==> src/rtl/msp_pkg.sv <==
`timescale 1ns / 1ps
// ----------------------------------------------------------------------------
// MIDI output stream parser package
// Shared constants, result codes, record types and the status length lookup.
// ----------------------------------------------------------------------------
package msp_pkg;

    localparam int SYSEX_MAX   = 1024;
    localparam int SX_LEN_W    = $clog2(SYSEX_MAX);
    localparam int QUEUE_DEPTH = 4;
    localparam int QPTR_W      = $clog2(QUEUE_DEPTH);
    localparam int QCNT_W      = $clog2(QUEUE_DEPTH + 1);

    localparam logic [SX_LEN_W-1:0] SX_LIMIT = SX_LEN_W'(SYSEX_MAX - 1);

    localparam logic [7:0] SYSEX_START  = 8'hF0;
    localparam logic [7:0] SYSEX_END    = 8'hF7;
    localparam logic [7:0] REALTIME_MIN = 8'hF8;

    localparam logic [1:0] KIND_SHORT   = 2'd0;
    localparam logic [1:0] KIND_SX_DATA = 2'd1;
    localparam logic [1:0] KIND_SX_END  = 2'd2;

    typedef struct packed {
        logic [1:0] kind;
        logic [7:0] status_byte;
        logic [6:0] first_data;
        logic [6:0] second_data;
        logic [1:0] data_length;
        logic [7:0] sysex_byte;
        logic [9:0] sysex_count;
        logic       truncated;
        logic       last;
    } result_t;

    typedef struct packed {
        logic [7:0]          running_status;
        logic [6:0]          held_first;
        logic [6:0]          held_second;
        logic [1:0]          expected_length;
        logic [1:0]          data_position;
        logic                ignore_data;
        logic                in_sysex;
        logic [SX_LEN_W-1:0] sysex_length;
    } parse_state_t;

    // Number of data bytes that follow a status byte.
    function automatic logic [1:0] status_length(input logic [7:0] s);
        logic [1:0] len;
        unique case (s[7:4])
            4'hC, 4'hD: len = 2'd1;
            4'hF: begin
                unique case (s[3:0])
                    4'h0, 4'h1, 4'h3: len = 2'd1;
                    4'h2:             len = 2'd2;
                    default:          len = 2'd0;
                endcase
            end
            default: len = 2'd2;
        endcase
        return len;
    endfunction

endpackage

==> src/rtl/msp_parse_core.sv <==
`timescale 1ns / 1ps
// ----------------------------------------------------------------------------
// MIDI parser core
// Holds the running status state and decodes one byte per fired cycle into
// up to two result words.
// ----------------------------------------------------------------------------
module msp_parse_core import msp_pkg::*; (
    input  logic       aclk,
    input  logic       aresetn,
    input  logic       fire,
    input  logic [7:0] in_byte,
    output logic [1:0] push_n,
    output result_t    res0,
    output result_t    res1
);

    parse_state_t st_reg;
    parse_state_t st_next;
    logic         end_hit;
    logic         main_hit;
    logic         main_sx;
    logic [1:0]   pos_inc;
    result_t      end_res;
    result_t      main_res;

    assign pos_inc = st_reg.data_position + 2'd1;

    always_comb begin
        st_next  = st_reg;
        end_hit  = 1'b0;
        main_hit = 1'b0;
        main_sx  = 1'b0;
        if (in_byte[7]) begin
            // A non real-time status closes an open sysex first.
            end_hit = st_reg.in_sysex && (in_byte < REALTIME_MIN);
            if (end_hit) begin
                st_next.in_sysex    = 1'b0;
                st_next.ignore_data = 1'b1;
            end
            if (!(end_hit && (in_byte == SYSEX_END))) begin
                st_next.running_status  = in_byte;
                st_next.expected_length = status_length(in_byte);
                st_next.data_position   = 2'd0;
                st_next.ignore_data     = 1'b0;
                if (in_byte == SYSEX_START) begin
                    st_next.in_sysex     = 1'b1;
                    st_next.sysex_length = SX_LEN_W'(1);
                    main_hit             = 1'b1;
                    main_sx              = 1'b1;
                end else if (status_length(in_byte) == 2'd0) begin
                    main_hit = 1'b1;
                end
            end
        end else if (st_reg.in_sysex) begin
            if (st_reg.sysex_length < SX_LIMIT) begin
                st_next.sysex_length = st_reg.sysex_length + SX_LEN_W'(1);
                main_hit             = 1'b1;
                main_sx              = 1'b1;
            end
        end else if (!st_reg.ignore_data) begin
            if (pos_inc == 2'd1) begin
                st_next.held_first = in_byte[6:0];
            end else begin
                st_next.held_second = in_byte[6:0];
            end
            if (pos_inc >= st_reg.expected_length) begin
                st_next.data_position = 2'd0;
                main_hit              = 1'b1;
            end else begin
                st_next.data_position = pos_inc;
            end
        end
    end

    always_comb begin
        end_res            = '0;
        end_res.kind       = KIND_SX_END;
        end_res.sysex_byte = SYSEX_END;
        if (st_reg.sysex_length < SX_LIMIT) begin
            end_res.sysex_count = 10'(st_reg.sysex_length + SX_LEN_W'(1));
            end_res.truncated   = 1'b0;
        end else begin
            end_res.sysex_count = 10'(SX_LIMIT);
            end_res.truncated   = 1'b1;
        end
        end_res.last = !main_hit;

        main_res = '0;
        if (main_sx) begin
            main_res.kind       = KIND_SX_DATA;
            main_res.sysex_byte = in_byte;
        end else begin
            main_res.kind        = KIND_SHORT;
            main_res.status_byte = st_next.running_status;
            main_res.first_data  = st_next.held_first;
            main_res.second_data = st_next.held_second;
            main_res.data_length = st_next.expected_length;
        end
        main_res.last = 1'b1;
    end

    assign res0   = end_hit ? end_res : main_res;
    assign res1   = main_res;
    assign push_n = fire ? ({1'b0, end_hit} + {1'b0, main_hit}) : 2'd0;

    always_ff @(posedge aclk) begin
        if (!aresetn) begin
            // Data bytes are dropped until the first status byte.
            st_reg <= '{running_status: 8'h00, held_first: 7'h00, held_second: 7'h00,
                        expected_length: 2'd0, data_position: 2'd0, ignore_data: 1'b1,
                        in_sysex: 1'b0, sysex_length: SX_LEN_W'(0)};
        end else if (fire) begin
            st_reg <= st_next;
        end
    end

endmodule

==> src/rtl/msp_result_queue.sv <==
`timescale 1ns / 1ps
// ----------------------------------------------------------------------------
// MIDI parser result queue
// Small queue taking up to two result words per cycle and handing one word
// per cycle to the output channel while it is ready.
// ----------------------------------------------------------------------------
module msp_result_queue import msp_pkg::*; (
    input  logic       aclk,
    input  logic       aresetn,
    input  logic [1:0] push_n,
    input  result_t    res0,
    input  result_t    res1,
    output logic       room2,
    output logic       out_valid,
    input  logic       out_ready,
    output result_t    out_word
);

    result_t           mem_reg [QUEUE_DEPTH];
    logic [QPTR_W-1:0] wr_ptr_reg;
    logic [QPTR_W-1:0] rd_ptr_reg;
    logic [QCNT_W-1:0] count_reg;
    logic [QCNT_W-1:0] count_next;
    logic              pop;

    assign out_valid = (count_reg != '0);
    assign out_word  = mem_reg[rd_ptr_reg];
    assign pop       = out_valid && out_ready;
    // Room for two words regardless of what leaves this cycle.
    assign room2     = (count_reg <= QCNT_W'(QUEUE_DEPTH - 2));

    assign count_next = count_reg + QCNT_W'(push_n) - QCNT_W'(pop);

    always_ff @(posedge aclk) begin
        if (push_n != 2'd0) begin
            mem_reg[wr_ptr_reg] <= res0;
        end
        if (push_n == 2'd2) begin
            mem_reg[wr_ptr_reg + QPTR_W'(1)] <= res1;
        end
    end

    always_ff @(posedge aclk) begin
        if (!aresetn) begin
            wr_ptr_reg <= '0;
            rd_ptr_reg <= '0;
            count_reg  <= '0;
        end else begin
            wr_ptr_reg <= wr_ptr_reg + QPTR_W'(push_n);
            rd_ptr_reg <= rd_ptr_reg + QPTR_W'(pop);
            count_reg  <= count_next;
        end
    end

endmodule

==> src/rtl/midi_output_stream_parser.sv <==
`timescale 1ns / 1ps
// ----------------------------------------------------------------------------
// MIDI output stream parser
// Running status parser for a MIDI output byte stream, with sysex pass-through.
//
//   Channel  Direction  Ports                         Word
//   s_       in         s_valid s_ready s_midi_byte   one MIDI byte
//   m_       out        m_valid m_ready m_kind ...    one parsed result
//
// A byte is registered, decoded from that register once the queue has room
// for two words, and its zero, one or two results enter a four-word queue
// that drives the output channel. One byte is taken every cycle while the
// queue holds at most two words, so a sink that takes a word per cycle never
// stalls the input while each byte yields at most one word. A run of bytes
// that each yield two words outruns such a sink, and the input then waits
// until the queue is back to two words. Reset is synchronous and leaves the
// parser dropping data bytes until the first status byte.
// ----------------------------------------------------------------------------
module midi_output_stream_parser import msp_pkg::*; (
    input  logic       aclk,
    input  logic       aresetn,
    input  logic       s_valid,
    output logic       s_ready,
    input  logic [7:0] s_midi_byte,
    output logic       m_valid,
    input  logic       m_ready,
    output logic [1:0] m_kind,
    output logic [7:0] m_status_byte,
    output logic [6:0] m_first_data,
    output logic [6:0] m_second_data,
    output logic [1:0] m_data_length,
    output logic [7:0] m_sysex_byte,
    output logic [9:0] m_sysex_count,
    output logic       m_truncated,
    output logic       m_last
);

    logic       in_valid_reg;
    logic [7:0] in_byte_reg;
    logic       fire;
    logic       room2;
    logic [1:0] push_n;
    result_t    res0;
    result_t    res1;
    result_t    out_word;

    assign fire    = in_valid_reg && room2;
    assign s_ready = !in_valid_reg || fire;

    always_ff @(posedge aclk) begin
        if (!aresetn) begin
            in_valid_reg <= 1'b0;
        end else if (s_valid && s_ready) begin
            in_valid_reg <= 1'b1;
        end else if (fire) begin
            in_valid_reg <= 1'b0;
        end
    end

    always_ff @(posedge aclk) begin
        if (s_valid && s_ready) begin
            in_byte_reg <= s_midi_byte;
        end
    end

    msp_parse_core u_core (
        .aclk    (aclk),
        .aresetn (aresetn),
        .fire    (fire),
        .in_byte (in_byte_reg),
        .push_n  (push_n),
        .res0    (res0),
        .res1    (res1)
    );

    msp_result_queue u_queue (
        .aclk      (aclk),
        .aresetn   (aresetn),
        .push_n    (push_n),
        .res0      (res0),
        .res1      (res1),
        .room2     (room2),
        .out_valid (m_valid),
        .out_ready (m_ready),
        .out_word  (out_word)
    );

    assign m_kind        = out_word.kind;
    assign m_status_byte = out_word.status_byte;
    assign m_first_data  = out_word.first_data;
    assign m_second_data = out_word.second_data;
    assign m_data_length = out_word.data_length;
    assign m_sysex_byte  = out_word.sysex_byte;
    assign m_sysex_count = out_word.sysex_count;
    assign m_truncated   = out_word.truncated;
    assign m_last        = out_word.last;

endmodule
==> config.mk <==
export PLATFORM = sky130hd
export DESIGN_NAME = midi_output_stream_parser
export DESIGN_NICKNAME = d
export VERILOG_FILES = /design/src/rtl/msp_pkg.sv /design/src/rtl/msp_parse_core.sv /design/src/rtl/msp_result_queue.sv /design/src/rtl/midi_output_stream_parser.sv
export SDC_FILE = /design/constraint.sdc
export NUM_CORES = 1
export LEC_CHECK = 0
export ABC_AREA = 1
export BUFFER_PORTS_ARGS = -buffer_cell sky130_fd_sc_hd__buf_2
export CAP_MARGIN = 20
export CORE_MARGIN = 10
export CORE_UTILIZATION = 62
export CTS_CLUSTER_DIAMETER = 30
export CTS_CLUSTER_SIZE = 10
export DETAILED_ROUTE_END_ITERATION = 8
export PLACE_DENSITY = 0.83
export SLEW_MARGIN = 30
export SYNTH_ARGS = -nofsm -noshare
export SYNTH_HDL_FRONTEND = slang
export SYNTH_SLANG_ARGS = --single-unit
==> constraint.sdc <==
create_clock -name aclk -period 9.75 [get_ports aclk]
set_clock_uncertainty 0.15 [all_clocks]
set_input_delay 0.4875 -clock aclk [delete_from_list [all_inputs] [get_ports aclk]]
set_output_delay 0.4875 -clock aclk [all_outputs]
set_load 0.05 [all_outputs]
# Word-level counts from Yosys, hierarchy flattened

Memory sizes are Yosys's and may differ from the RTL's. A register that Yosys moved wholly into a read port is not among the register bits.
Cells that the tools add are included.

Memories kept: 1
RAM bits: 184
Input bits: 12
Logic and storage cells: 111
Bits in registers: 54

Add/sub/neg operators: 8
Reduce and logical (&&, ||, !) cells: 21
Eq/ne operators: 15
Mux-type cells: 49
Order comparisons: 4

Memories:

| memory          | words | width | rd ports | clocked after Yosys merged registers in | write ports | line                   | text |
|---|---|---|---|---|---|---|---|
| u_queue.mem_reg | 4     | 46    | 1        | 1                                       | 2           | msp_result_queue.sv:19 | `result_t mem_reg [QUEUE_DEPTH];` |

Operators with widths:

| cell                    | number |
|---|---|
| $mux W46                | 1 |
| $mux W14                | 3 |
| $mux W10                | 3 |
| $mux W24                | 1 |
| $mux W8                 | 3 |
| $mux W11                | 2 |
| $mux W2                 | 11 |
| $mux W1                 | 20 |
| $eq A8 B8 Y1 const B    | 2 |
| $mux W16                | 1 |
| $mux W7                 | 2 |
| $eq A4 B4 Y1 const B    | 3 |
| $add A10 B1 Y10 const B | 1 |
| $lt A10 B10 Y1 const B  | 1 |
| $eq A4 B2 Y1 const B    | 2 |
| $lt A8 B8 Y1 const B    | 1 |
| $pmux W2 S2             | 2 |
| $reduce_bool A2 Y1      | 4 |
| $ne A2 B2 Y1 const B    | 3 |
| $logic_and A1 B1 Y1     | 5 |
| $reduce_and A5 Y1       | 1 |
| $add A2 B1 Y2 const B   | 2 |
| $eq A4 B1 Y1 const B    | 1 |
| $logic_not A4 Y1        | 1 |
| other kinds (19)        | 21 |

# Depth between registers and ports, before layout

Gate-level depths: netlist of run 1.

Depth in word-level cells: 17
Mapped depth: 16
Mapped depth without buffers: 15

# Modules after synthesis

From an unflattened synthesis of run 1, not the netlist that was laid out.

Cell total of the unflattened synthesis: 1498
Area total of the unflattened synthesis: 12553.3 um2

By module, submodules not included:

| module                    | area an instance (um2) | seq. area each (um2) | times used | cells an instance |
|---|---|---|---|---|
| msp_result_queue          | 9216.3                 | 5665.4               | 1          | 966 |
| msp_parse_core            | 3037.9                 | 760.7                | 1          | 515 |
| midi_output_stream_parser | 299.0                  | 260.2                | 1          | 17 |

# Least setup slack after synthesis of run 1

No wires, ideal clock.

Kind: reg-to-reg
Start: register u_core.st_reg[12] (netlist bit)
End: memory u_queue.mem_reg[0][25] (netlist bit) (data pin)
Period minus slack after synthesis: 3.373 ns
Arrival time: 2.968 ns
Setup slack: 6.377 ns
Setup time: 0.255 ns
Cell stages (with the launch flop): 16
Cells stage by stage: dfxtp_1 inv_1 ha_1 ha_1 a21oi_1 nand2_1 nand2_1 a21oi_1 ha_1 o211ai_1 inv_1 nand2_1 nand2_2 nand2_4 buf_6 nor2_1

RTL lines:

| element                  | line                   | text |
|---|---|---|
| start: declaration       | msp_parse_core.sv:17   | `parse_state_t st_reg;` |
| start signal: assignment | msp_parse_core.sv:109  | `st_reg <= '{running_status: 8'h00, held_first: 7'h00, held_second: 7'h00,` |
| start signal: assignment | msp_parse_core.sv:113  | `st_reg <= st_next;` |
| end: declaration         | msp_result_queue.sv:19 |  |

==> results.py, run 1 <==
metrics = {
    "die": {
        "die_y_um": 152,
        "core_region_area_um2": 17200,
        "die_w_um": 152,
        "boundaryPins": 60,
        "placementRows": 48,
        "dieArea_um2": 23100,
        "start_util_pct": 63.0,
    },
    "final_layout": {
        "nFillCells": 1203,
        "largest_reg_flops": 184,
        "n_antenna_cell": 0,
        "regArea_um2": 6170,
        "final_common_cell": "nor2_1",
        "multi_input_area_um2": 4090,
        "final_cell_mix": "nor2_1 (312), nand2_1 (200), o21ai_0 (155), edfxtp_1 (140), dfxtp_1 (97)",
        "fin_nets": 1301,
        "drive_gt1_share_pct": 12.8,
        "area_growth_pct": 15.2,
    },
    "setup_path": {
        "cp.required_ns": 9.93,
        "start_kind": "flip-flop",
        "cp_max_fo": 35,
        "cpPeakStageDelay_ns": 0.76,
        "path_buf_inv": 2,
        "crit_top_cell": "ha_1",
        "r2r_setup_slack_ns": 4.88,
        "critPathArrivalTime_ns": 5.05,
        "cp_slowest_cell": "nor2_1",
        "critical_path_class": "flip-flop to flip-flop",
        "cp_top_family": "simple AND/OR/NAND/NOR gates",
        "worstSetupEndpointType": "flip-flop",
        "path_cells": "inv_1, ha_1, ha_1, a21oi_1, nand2_1, nand2_1, a21oi_1, ha_1, o211ai_1, nor2_1, nor2_2, inv_2, nand2_4, nor2_1",
    },
    "logic_synthesis": {
        "synthCells": 1236,
        "synth.net_count": 1257,
        "yosysSeqAreaShare_pct": 57.0,
        "synthFlopType": "edfxtp_1",
        "synth-seq-cells": 238,
        "synthDistinctLibCells": 38,
        "synth-edff-count": 140,
        "yosys.area.top_type": "edfxtp_1",
        "syn_area_um2": 10800,
        "yosysWarnings": 0,
        "avgSynthCellArea_um2": 8.75,
        "synth-async-reset-ratio_pct": 0,
        "yosysTopAreaCellShare_pct": 38.9,
        "yosys-top-cells-area": "edfxtp_1 (39%), dfxtp_1 (18%), nor2_1 (11%)",
    },
    "clock_tree": {
        "htree_levels": 2,
        "hold_buffers": 0,
        "post_cts_resized": 0,
        "root_buffer": "clkbuf_16",
        "clock_insertion_delay_worst_skew_ns": 0.50,
        "cts_tree": "done",
        "cts_setup_buffers": 0,
        "clock_path_buffers": 3,
        "clkTransAtPathRegs_ns": 0.05,
        "cts_sinks": 238,
        "cts_made_buffers": 40,
    },
    "drt": {
        "ant_nets": 0,
        "highest_layer": "met4",
        "met2_length_um": 12900,
        "detail_route.drc_violations": 0,
        "via_count": 9225,
        "met3WireLength_um": 3100,
        "firstDrtPassIters": 5,
        "wl_per_cell_um": 18.5,
        "vias_per_cell": 6.01,
        "drt_iter0_markers": 1207,
        "routed_wl_um": 28400,
        "wl_met1_um": 11600,
    },
    "sta": {
        "hold_viol": 0,
        "slew_violations": 0,
        "fin_crit_ns": 4.87,
        "whs_ns": 0.0101,
        "finalCritPeriodShare_pct": 50.0,
        "fmax_mhz": 205,
        "setup_tns_ns": 0,
        "finalSetupViolations": 0,
        "rsz0062_at_grt": "no",
        "relSlewSlack_pct": 36.3,
        "tightest_slew_ns": 0.951,
    },
    "flow_run": {
        "cap_violations": 0,
    },
    "outcome": {
        "outcome": "finished clean",
    },
    "placed_design": {
        "routabilityCongestion": 0.884,
        "dpl.hpwl_um": 16600,
        "io_buffers": 59,
    },
    "grt": {
        "grt_use_total_pct": 23.2,
        "grt_pass1_vias": 8361,
        "antenna_found_initial": 0,
        "overflow": 0,
        "grt_max_degree": 94,
        "grt_pass1_wl_um": 44700,
    },
    "min_path": {
        "hold_path.class": "primary input to flip-flop",
    },
    "power_and_ir_drop": {
        "peakVddDrop_uv": 181,
        "p_per_area_nw_per_um2": 296,
        "p_leak_nw": 4.72,
        "finalPower_w": 0.00368,
    },
}
==> worst paths after layout <==
kind	start	endpoint	cells after the start
hold reg to reg	u_queue.mem_reg[1][5]$_SDFFE_PP0P_	u_queue.mem_reg[1][5]$_SDFFE_PP0P_	2
hold / removal	s_midi_byte[6]	in_byte_reg[6]$_DFFE_PP_	1
setup / recovery	u_core.st_reg[12]$_SDFFE_PN0P_	u_queue.mem_reg[2][36]$_DFFE_PP_	14
setup reg to reg	u_core.st_reg[12]$_SDFFE_PN0P_	u_queue.mem_reg[2][36]$_DFFE_PP_	14
==> cells by family after synthesis <==
logic type	synth area share, %
compound gates	13.7
buf+inv	5.25
fa+ha+maj	1.11
xor+xnor	0.486
simple gates	22.4
flops	57.0
==> cells in the mapped netlist (2+ instances only) <==
| cell type | n |
|---|---|
| nor2_1 | 314 |
| ha_1 | 8 |
| clkbuf_1 | 40 |
| nand2_1 | 200 |
| nand3_2 | 2 |
| buf_6 | 9 |
| buf_4 | 3 |
| a21oi_1 | 61 |
| buf_2 | 10 |
| nor2_2 | 3 |
| xnor2_1 | 4 |
| o21ai_1 | 7 |
| nand3_1 | 32 |
| o22ai_1 | 46 |
| nand4_1 | 3 |
| nand2_2 | 7 |
| o211ai_1 | 3 |
| nand2_4 | 7 |
| xor2_1 | 2 |
| o21ai_0 | 155 |
| inv_1 | 54 |
| or2_2 | 2 |
| inv_2 | 7 |
| nor2_4 | 2 |
| nand2_8 | 4 |
| a21o_1 | 3 |
| dfxtp_1 | 98 |
| edfxtp_1 | 140 |
==> worst register-to-register path, delay by kind of cell, from the launching register on <==
kind | cells | cell delay, ns
AND/OR/NAND/NOR | 6 | 2.03
AO/OA/AOI/OAI | 3 | 0.40
adder cells (fa/ha/maj) | 3 | 0.97
buffers and inverters | 2 | 0.81
flip-flops | 1 | 0.35
==> report_power, final <==
group / internal (W) / switching (W)
clock network: 0.000917 / 0.000472
logic: 0.000247 / 0.000889
registers: 0.00112 / 0.0000369
==> routing by layer <==
layer,GRT usage [%],up-vias
met5,0,-
met4,9.12,0
met3,4.54,65
met2,35.3,591
met1,32.1,4311
li1,-,4258
==> area by class of cell <==
cell class	count	share of cell area (%)
well taps	225	2.26
inverters	63	1.96
clock inverters	17	1.70
repair buffers	64	2.67
clock buffers	55	9.07
multi-input cells	873	32.8
flip-flops and latches	238	49.5
==> stage by stage <==
| stage | instances | utilization [%] | cell area (um^2) | setup slack, ns |
|---|---|---|---|---|
| finish | 1535 | 72.5 | 12500 | 4.88 |
| CTS | 1535 | 72.5 | 12500 | 4.95 |
| global placement | 1463 | 64.7 | 11100 | 5.19 |
| detailed placement | 1463 | 64.7 | 11100 | 5.10 |
| global route | 1535 | 72.5 | 12500 | 4.58 |
| floorplan | 1236 | - | 10800 | 6.38 |
No activity file was read; power rests on OpenSTA's default activity.
==> inputs of run 2 (changes only) <==
Settings changed: CORE_UTILIZATION 62 to 61, PLACE_DENSITY 0.83 to 0.82.
Clock period 9.75 ns to 4.8 ns, I/O delays scaled along.
==> results.py, run 2 (same netlist as run 1, synthesis figures left out) <==
metrics = {
    "clock_tree": {
        "htree_levels": 2,
        "post_cts_resized": 0,
        "cts_tree": "done",
        "cts_setup_buffers": 0,
        "clkTransAtPathRegs_ns": 0.05,
        "clock_path_buffers": 3,
        "root_buffer": "clkbuf_16",
        "hold_buffers": 9,
        "cts_made_buffers": 41,
        "cts_sinks": 238,
        "clock_insertion_delay_worst_skew_ns": 0.51,
    },
    "power_and_ir_drop": {
        "p_leak_nw": 4.81,
        "peakVddDrop_uv": 448,
        "p_per_area_nw_per_um2": 598,
    },
    "drt": {
        "vias_per_cell": 5.90,
        "routed_wl_um": 28100,
        "via_count": 9176,
        "firstDrtPassIters": 6,
        "drt_iter0_markers": 1370,
        "wl_per_cell_um": 18.1,
        "detail_route.drc_violations": 0,
        "ant_nets": 0,
    },
    "sta": {
        "finalSetupViolations": 0,
        "hold_viol": 0,
        "slew_violations": 0,
        "rsz0062_at_grt": "no",
        "relSlewSlack_pct": 36.5,
        "finalCritPeriodShare_pct": 82.3,
        "setup_tns_ns": 0,
        "fin_ws_ns": 0.850,
        "fmax_mhz": 253,
        "tightest_slew_ns": 0.951,
        "whs_ns": 0.0918,
        "fin_crit_ns": 3.95,
    },
    "min_path": {
        "worstHoldStart": "aresetn",
        "hold_path.class": "primary input to flip-flop",
    },
    "final_layout": {
        "final_common_cell": "nor2_1",
        "finalNonFillerCells": 1554,
        "fin_nets": 1320,
        "area_growth_pct": 17.0,
        "nFillCells": 1184,
        "drive_gt1_share_pct": 13.4,
        "final_cell_mix": "nor2_1 (313), nand2_1 (200), o21ai_0 (155), edfxtp_1 (140), dfxtp_1 (97)",
        "n_antenna_cell": 0,
        "largest_reg_flops": 184,
    },
    "setup_path": {
        "cp_max_fo": 28,
        "worstSetupEndpointType": "flip-flop",
        "reg2reg_from": "in_byte_reg[7]$_DFFE_PP_",
        "cp-startpoint": "in_byte_reg[7]$_DFFE_PP_",
        "start_kind": "flip-flop",
        "critical_path_class": "flip-flop to flip-flop",
        "cp.required_ns": 4.81,
        "critPathArrivalTime_ns": 3.96,
    },
    "outcome": {
        "outcome": "finished clean",
    },
    "placed_design": {
        "place_inst": 1472,
        "pre_cts_slack_ns": 0.936,
        "routabilityCongestion": 0.936,
        "dpl.hpwl_um": 17000,
        "io_buffers": 59,
    },
    "die": {
        "die_w_um": 153,
        "boundaryPins": 60,
        "dieArea_um2": 23500,
        "die_y_um": 153,
        "core_region_area_um2": 17400,
        "placementRows": 48,
        "start_util_pct": 62.3,
    },
    "grt": {
        "grt_pass1_vias": 8565,
        "antenna_found_initial": 0,
        "grt_pass1_wl_um": 44200,
        "grt_max_degree": 94,
        "overflow": 0,
        "grt_use_total_pct": 22.7,
    },
    "flow_run": {
        "cap_violations": 0,
    },
}
[run 2: changes by cell type in the layout (fill, tap and decap cells not counted), moves of 2 or more]
cell	previous run	this run
clkinv_2	5	3
dlygate4sd3_1	0	9
buf_4	5	14
clkinv_4	0	3
clkbuf_1	10	8
bufinv_16	4	6
[run 2: area by class of cell]
cell class                      instances  area, um^2  area share (%)
Multi-Input combinational cell        873        4080            32.3
Tap cell                              225         282            2.22
Inverter                               63         244            1.93
Clock buffer                           53        1110            8.78
Clock inverter                         20         277            2.19
Sequential cell                       238        6170            48.7
Timing Repair Buffer                   82         490            3.88
[run 2: through the flow]
step / instance area (um^2) / utilization, % / power (W)
2_1_floorplan: 10800 / - / 0.00412
3_3_place_gp: 11200 / 64.4 / 0.00462
3_5_place_dp: 11200 / 64.4 / 0.00466
4_1_cts: 12700 / 72.9 / 0.00757
5_1_grt: 12700 / 72.9 / 0.00784
6_report: 12700 / 72.9 / 0.00756
[run 2: power breakdown]
group          internal [W]  total (W)  switching (W)
Combinational      0.000508    0.00230        0.00179
Sequential          0.00227    0.00235      0.0000786
Clock               0.00195    0.00291       0.000956
Total               0.00473    0.00756        0.00283
[run 2: critical path, stage by stage (launching register included)]
cell and delay, ns:
edfxtp_1 0.69, nand2_2 0.14, nor2_4 0.21, nand2_4 0.12, nand2_2 0.09, o21ai_0 0.08, a21oi_1 0.15, ha_1 0.26
o211ai_1 0.21, nor2_1 0.68, inv_2 0.14, nand2_2 0.24, buf_4 0.41
[run 2: final timing paths]
kind	end	slack (ns)	cells past startpoint
worst min-delay path	u_core.st_reg[11]$_SDFFE_PN1P_	0.09	2
worst min register to register	u_queue.mem_reg[2][3]$_SDFFE_PP0P_	0.29	2
worst max-delay path	u_queue.mem_reg[1][35]$_DFFE_PP_	0.85	12
worst max register to register	u_queue.mem_reg[1][35]$_DFFE_PP_	0.85	12
[run 2: metal layers]
layer	GRT usage [%]	part of all wire, %
met1	30.2	40
met2	35.7	47
met3	4.91	11
met4	8.22	2.3
met5	0	0
==> inputs of run 3 (changes only) <==
Settings changed: CORE_UTILIZATION 61 to 55, PLACE_DENSITY 0.82 to 0.78.
Clock period 4.8 ns to 3.4 ns, I/O delays scaled along.
==> results.py, run 3 (same netlist as run 1, synthesis figures left out) <==
metrics = {
    "outcome": {
        "outcome": "finished clean",
    },
    "setup_path": {
        "path_cells": "inv_1, ha_1, ha_1, a21oi_1, nand2_1, nand2_1, a21oi_1, ha_1, inv_1, nand4_2, nor2_1, inv_2, nand2_2, buf_4",
        "cp-startpoint": "u_core.st_reg[12]$_SDFFE_PN0P_",
        "reg2reg_from": "u_core.st_reg[12]$_SDFFE_PN0P_",
        "cp_max_fo": 14,
        "cp_slowest_cell": "dfxtp_1",
        "critPathCapture": "u_queue.mem_reg[1][41]$_DFFE_PP_",
        "worstSetupEndpointType": "flip-flop",
        "cpPeakStageDelay_ns": 0.35,
        "critPathArrivalTime_ns": 3.33,
        "cp.required_ns": 3.45,
        "r2r_setup_slack_ns": 0.12,
        "worstReg2RegEnd": "u_queue.mem_reg[1][41]$_DFFE_PP_",
        "ff2ff_path_depth": 14,
        "crit_top_cell": "ha_1",
        "path_buf_inv": 4,
        "cp_top_family": "adder cells",
        "start_kind": "flip-flop",
        "cp_num_cells": 14,
        "critical_path_class": "flip-flop to flip-flop",
    },
    "sta": {
        "rsz0062_at_grt": "yes",
        "finalCritPeriodShare_pct": 96.3,
        "tightest_slew_ns": 0.922,
        "fin_crit_ns": 3.28,
        "slew_violations": 0,
        "hold_viol": 0,
        "fmax_mhz": 305,
        "relSlewSlack_pct": 38.5,
        "setup_tns_ns": 0,
        "finalSetupViolations": 0,
    },
    "drt": {
        "ant_nets": 0,
        "wl_per_cell_um": 18.1,
        "vias_per_cell": 5.72,
        "wl_met1_um": 11900,
        "routed_wl_um": 29200,
        "met2_length_um": 14200,
        "via_count": 9266,
        "firstDrtPassIters": 5,
        "detail_route.drc_violations": 0,
        "drt_iter0_markers": 968,
        "highest_layer": "met4",
        "met3WireLength_um": 2600,
    },
    "power_and_ir_drop": {
        "p_per_area_nw_per_um2": 834,
        "peakVddDrop_uv": 693,
        "p_leak_nw": 4.96,
    },
    "die": {
        "core_region_area_um2": 19400,
        "die_y_um": 160,
        "start_util_pct": 55.7,
        "die_w_um": 160,
        "dieArea_um2": 25700,
        "boundaryPins": 60,
        "placementRows": 51,
    },
    "clock_tree": {
        "clkTransAtPathRegs_ns": 0.05,
        "cts_sinks": 238,
        "clock_path_buffers": 3,
        "cts_made_buffers": 43,
        "htree_levels": 2,
        "clock_insertion_delay_worst_skew_ns": 0.52,
        "root_buffer": "clkbuf_16",
        "cts_tree": "done",
    },
    "final_layout": {
        "fin_nets": 1340,
        "final_common_cell": "nor2_1",
        "drive_gt1_share_pct": 14.9,
        "largest_reg_flops": 184,
        "finalNonFillerCells": 1620,
        "fin_area_um2": 13000,
        "final_cell_mix": "nor2_1 (314), nand2_1 (200), o21ai_0 (155), edfxtp_1 (140), dfxtp_1 (97)",
        "area_growth_pct": 20.2,
    },
    "placed_design": {
        "io_buffers": 59,
        "placed_cell_area_um2": 11400,
        "dpl.hpwl_um": 17600,
        "place_inst": 1528,
        "routabilityCongestion": 0.897,
    },
    "grt": {
        "grt_pass1_wl_um": 47100,
        "grt_max_degree": 94,
        "grt_pass1_vias": 9098,
        "grt_use_total_pct": 22.1,
        "antenna_found_initial": 1,
        "overflow": 0,
    },
    "flow_run": {
        "cap_violations": 0,
    },
    "min_path": {
        "hold_path.class": "primary input to flip-flop",
    },
}
==> run 3: stage by stage <==
stage / total power (W) / hold WS (ns) / util (%) / worst slack, ns
2_1_floorplan: 0.00582 / 0.119 / - / 0.0268
3_3_place_gp: 0.00657 / 0.199 / 58.7 / 0.147
3_5_place_dp: 0.00662 / 0.198 / 58.7 / 0.0525
4_1_cts: 0.0109 / 0.147 / 66.7 / 0.0512
5_1_grt: 0.0113 / 0.175 / 67.0 / -0.0800
6_report: 0.0108 / 0.145 / 67.0 / 0.125
==> run 3: how the worst min path moves through the flow <==
stage / from / to / slack, ns / depth (start not counted)
after global placement: s_midi_byte[5] / in_byte_reg[5]$_DFFE_PP_ / 0.20 / 1
after floorplan: s_midi_byte[0] / in_byte_reg[0]$_DFFE_PP_ / 0.12 / 0
after detailed placement: s_midi_byte[7] / in_byte_reg[7]$_DFFE_PP_ / 0.20 / 1
final: m_ready / u_queue.rd_ptr_reg[0]$_SDFF_PN0_ / 0.15 / 5
after CTS: m_ready / u_queue.rd_ptr_reg[0]$_SDFF_PN0_ / 0.15 / 5
after global routing: m_ready / u_queue.rd_ptr_reg[0]$_SDFF_PN0_ / 0.17 / 5
==> run 3: worst register-to-register path, delay by kind of cell, from the launching register on <==
kind,cells,cell delay [ns]
adders and majority gates,3,0.96
and+or+nand+nor,5,0.71
buffers and inverters,4,0.57
DFF,1,0.35
AOI/OAI and AO/OA,2,0.23
==> run 3: final cells by class <==
cell class | instances | area, um^2
well taps | 265 | 332
flip-flops and latches | 238 | 6170
clock inverters | 28 | 284
clock buffers | 52 | 1180
inverters | 63 | 244
fillers | 1504 | 6400
repair buffers | 100 | 684
diodes | 1 | 2.50
multi-input cells | 873 | 4110
==> run 3: routing by layer <==
metal	up-vias	track usage, %
met4	0	8.10
met5	-	0
li1	4339	-
met1	4412	28.0
met3	52	4.55
met2	463	36.6
==> run 3: repair_timing <==
action	4_1_cts	5_1_grt
hold buffers	10	0
gates resized for setup	0	8
endpoints found under the hold margin	10	0
buffers inserted	0	1
endpoints found under the setup margin	0	163
==> run 3: power by group <==
group | switching, W | total (W) | internal (W)
clock network | 0.00145 | 0.00424 | 0.00279
registers | 0.000112 | 0.00332 | 0.00321
logic | 0.00254 | 0.00329 | 0.000753
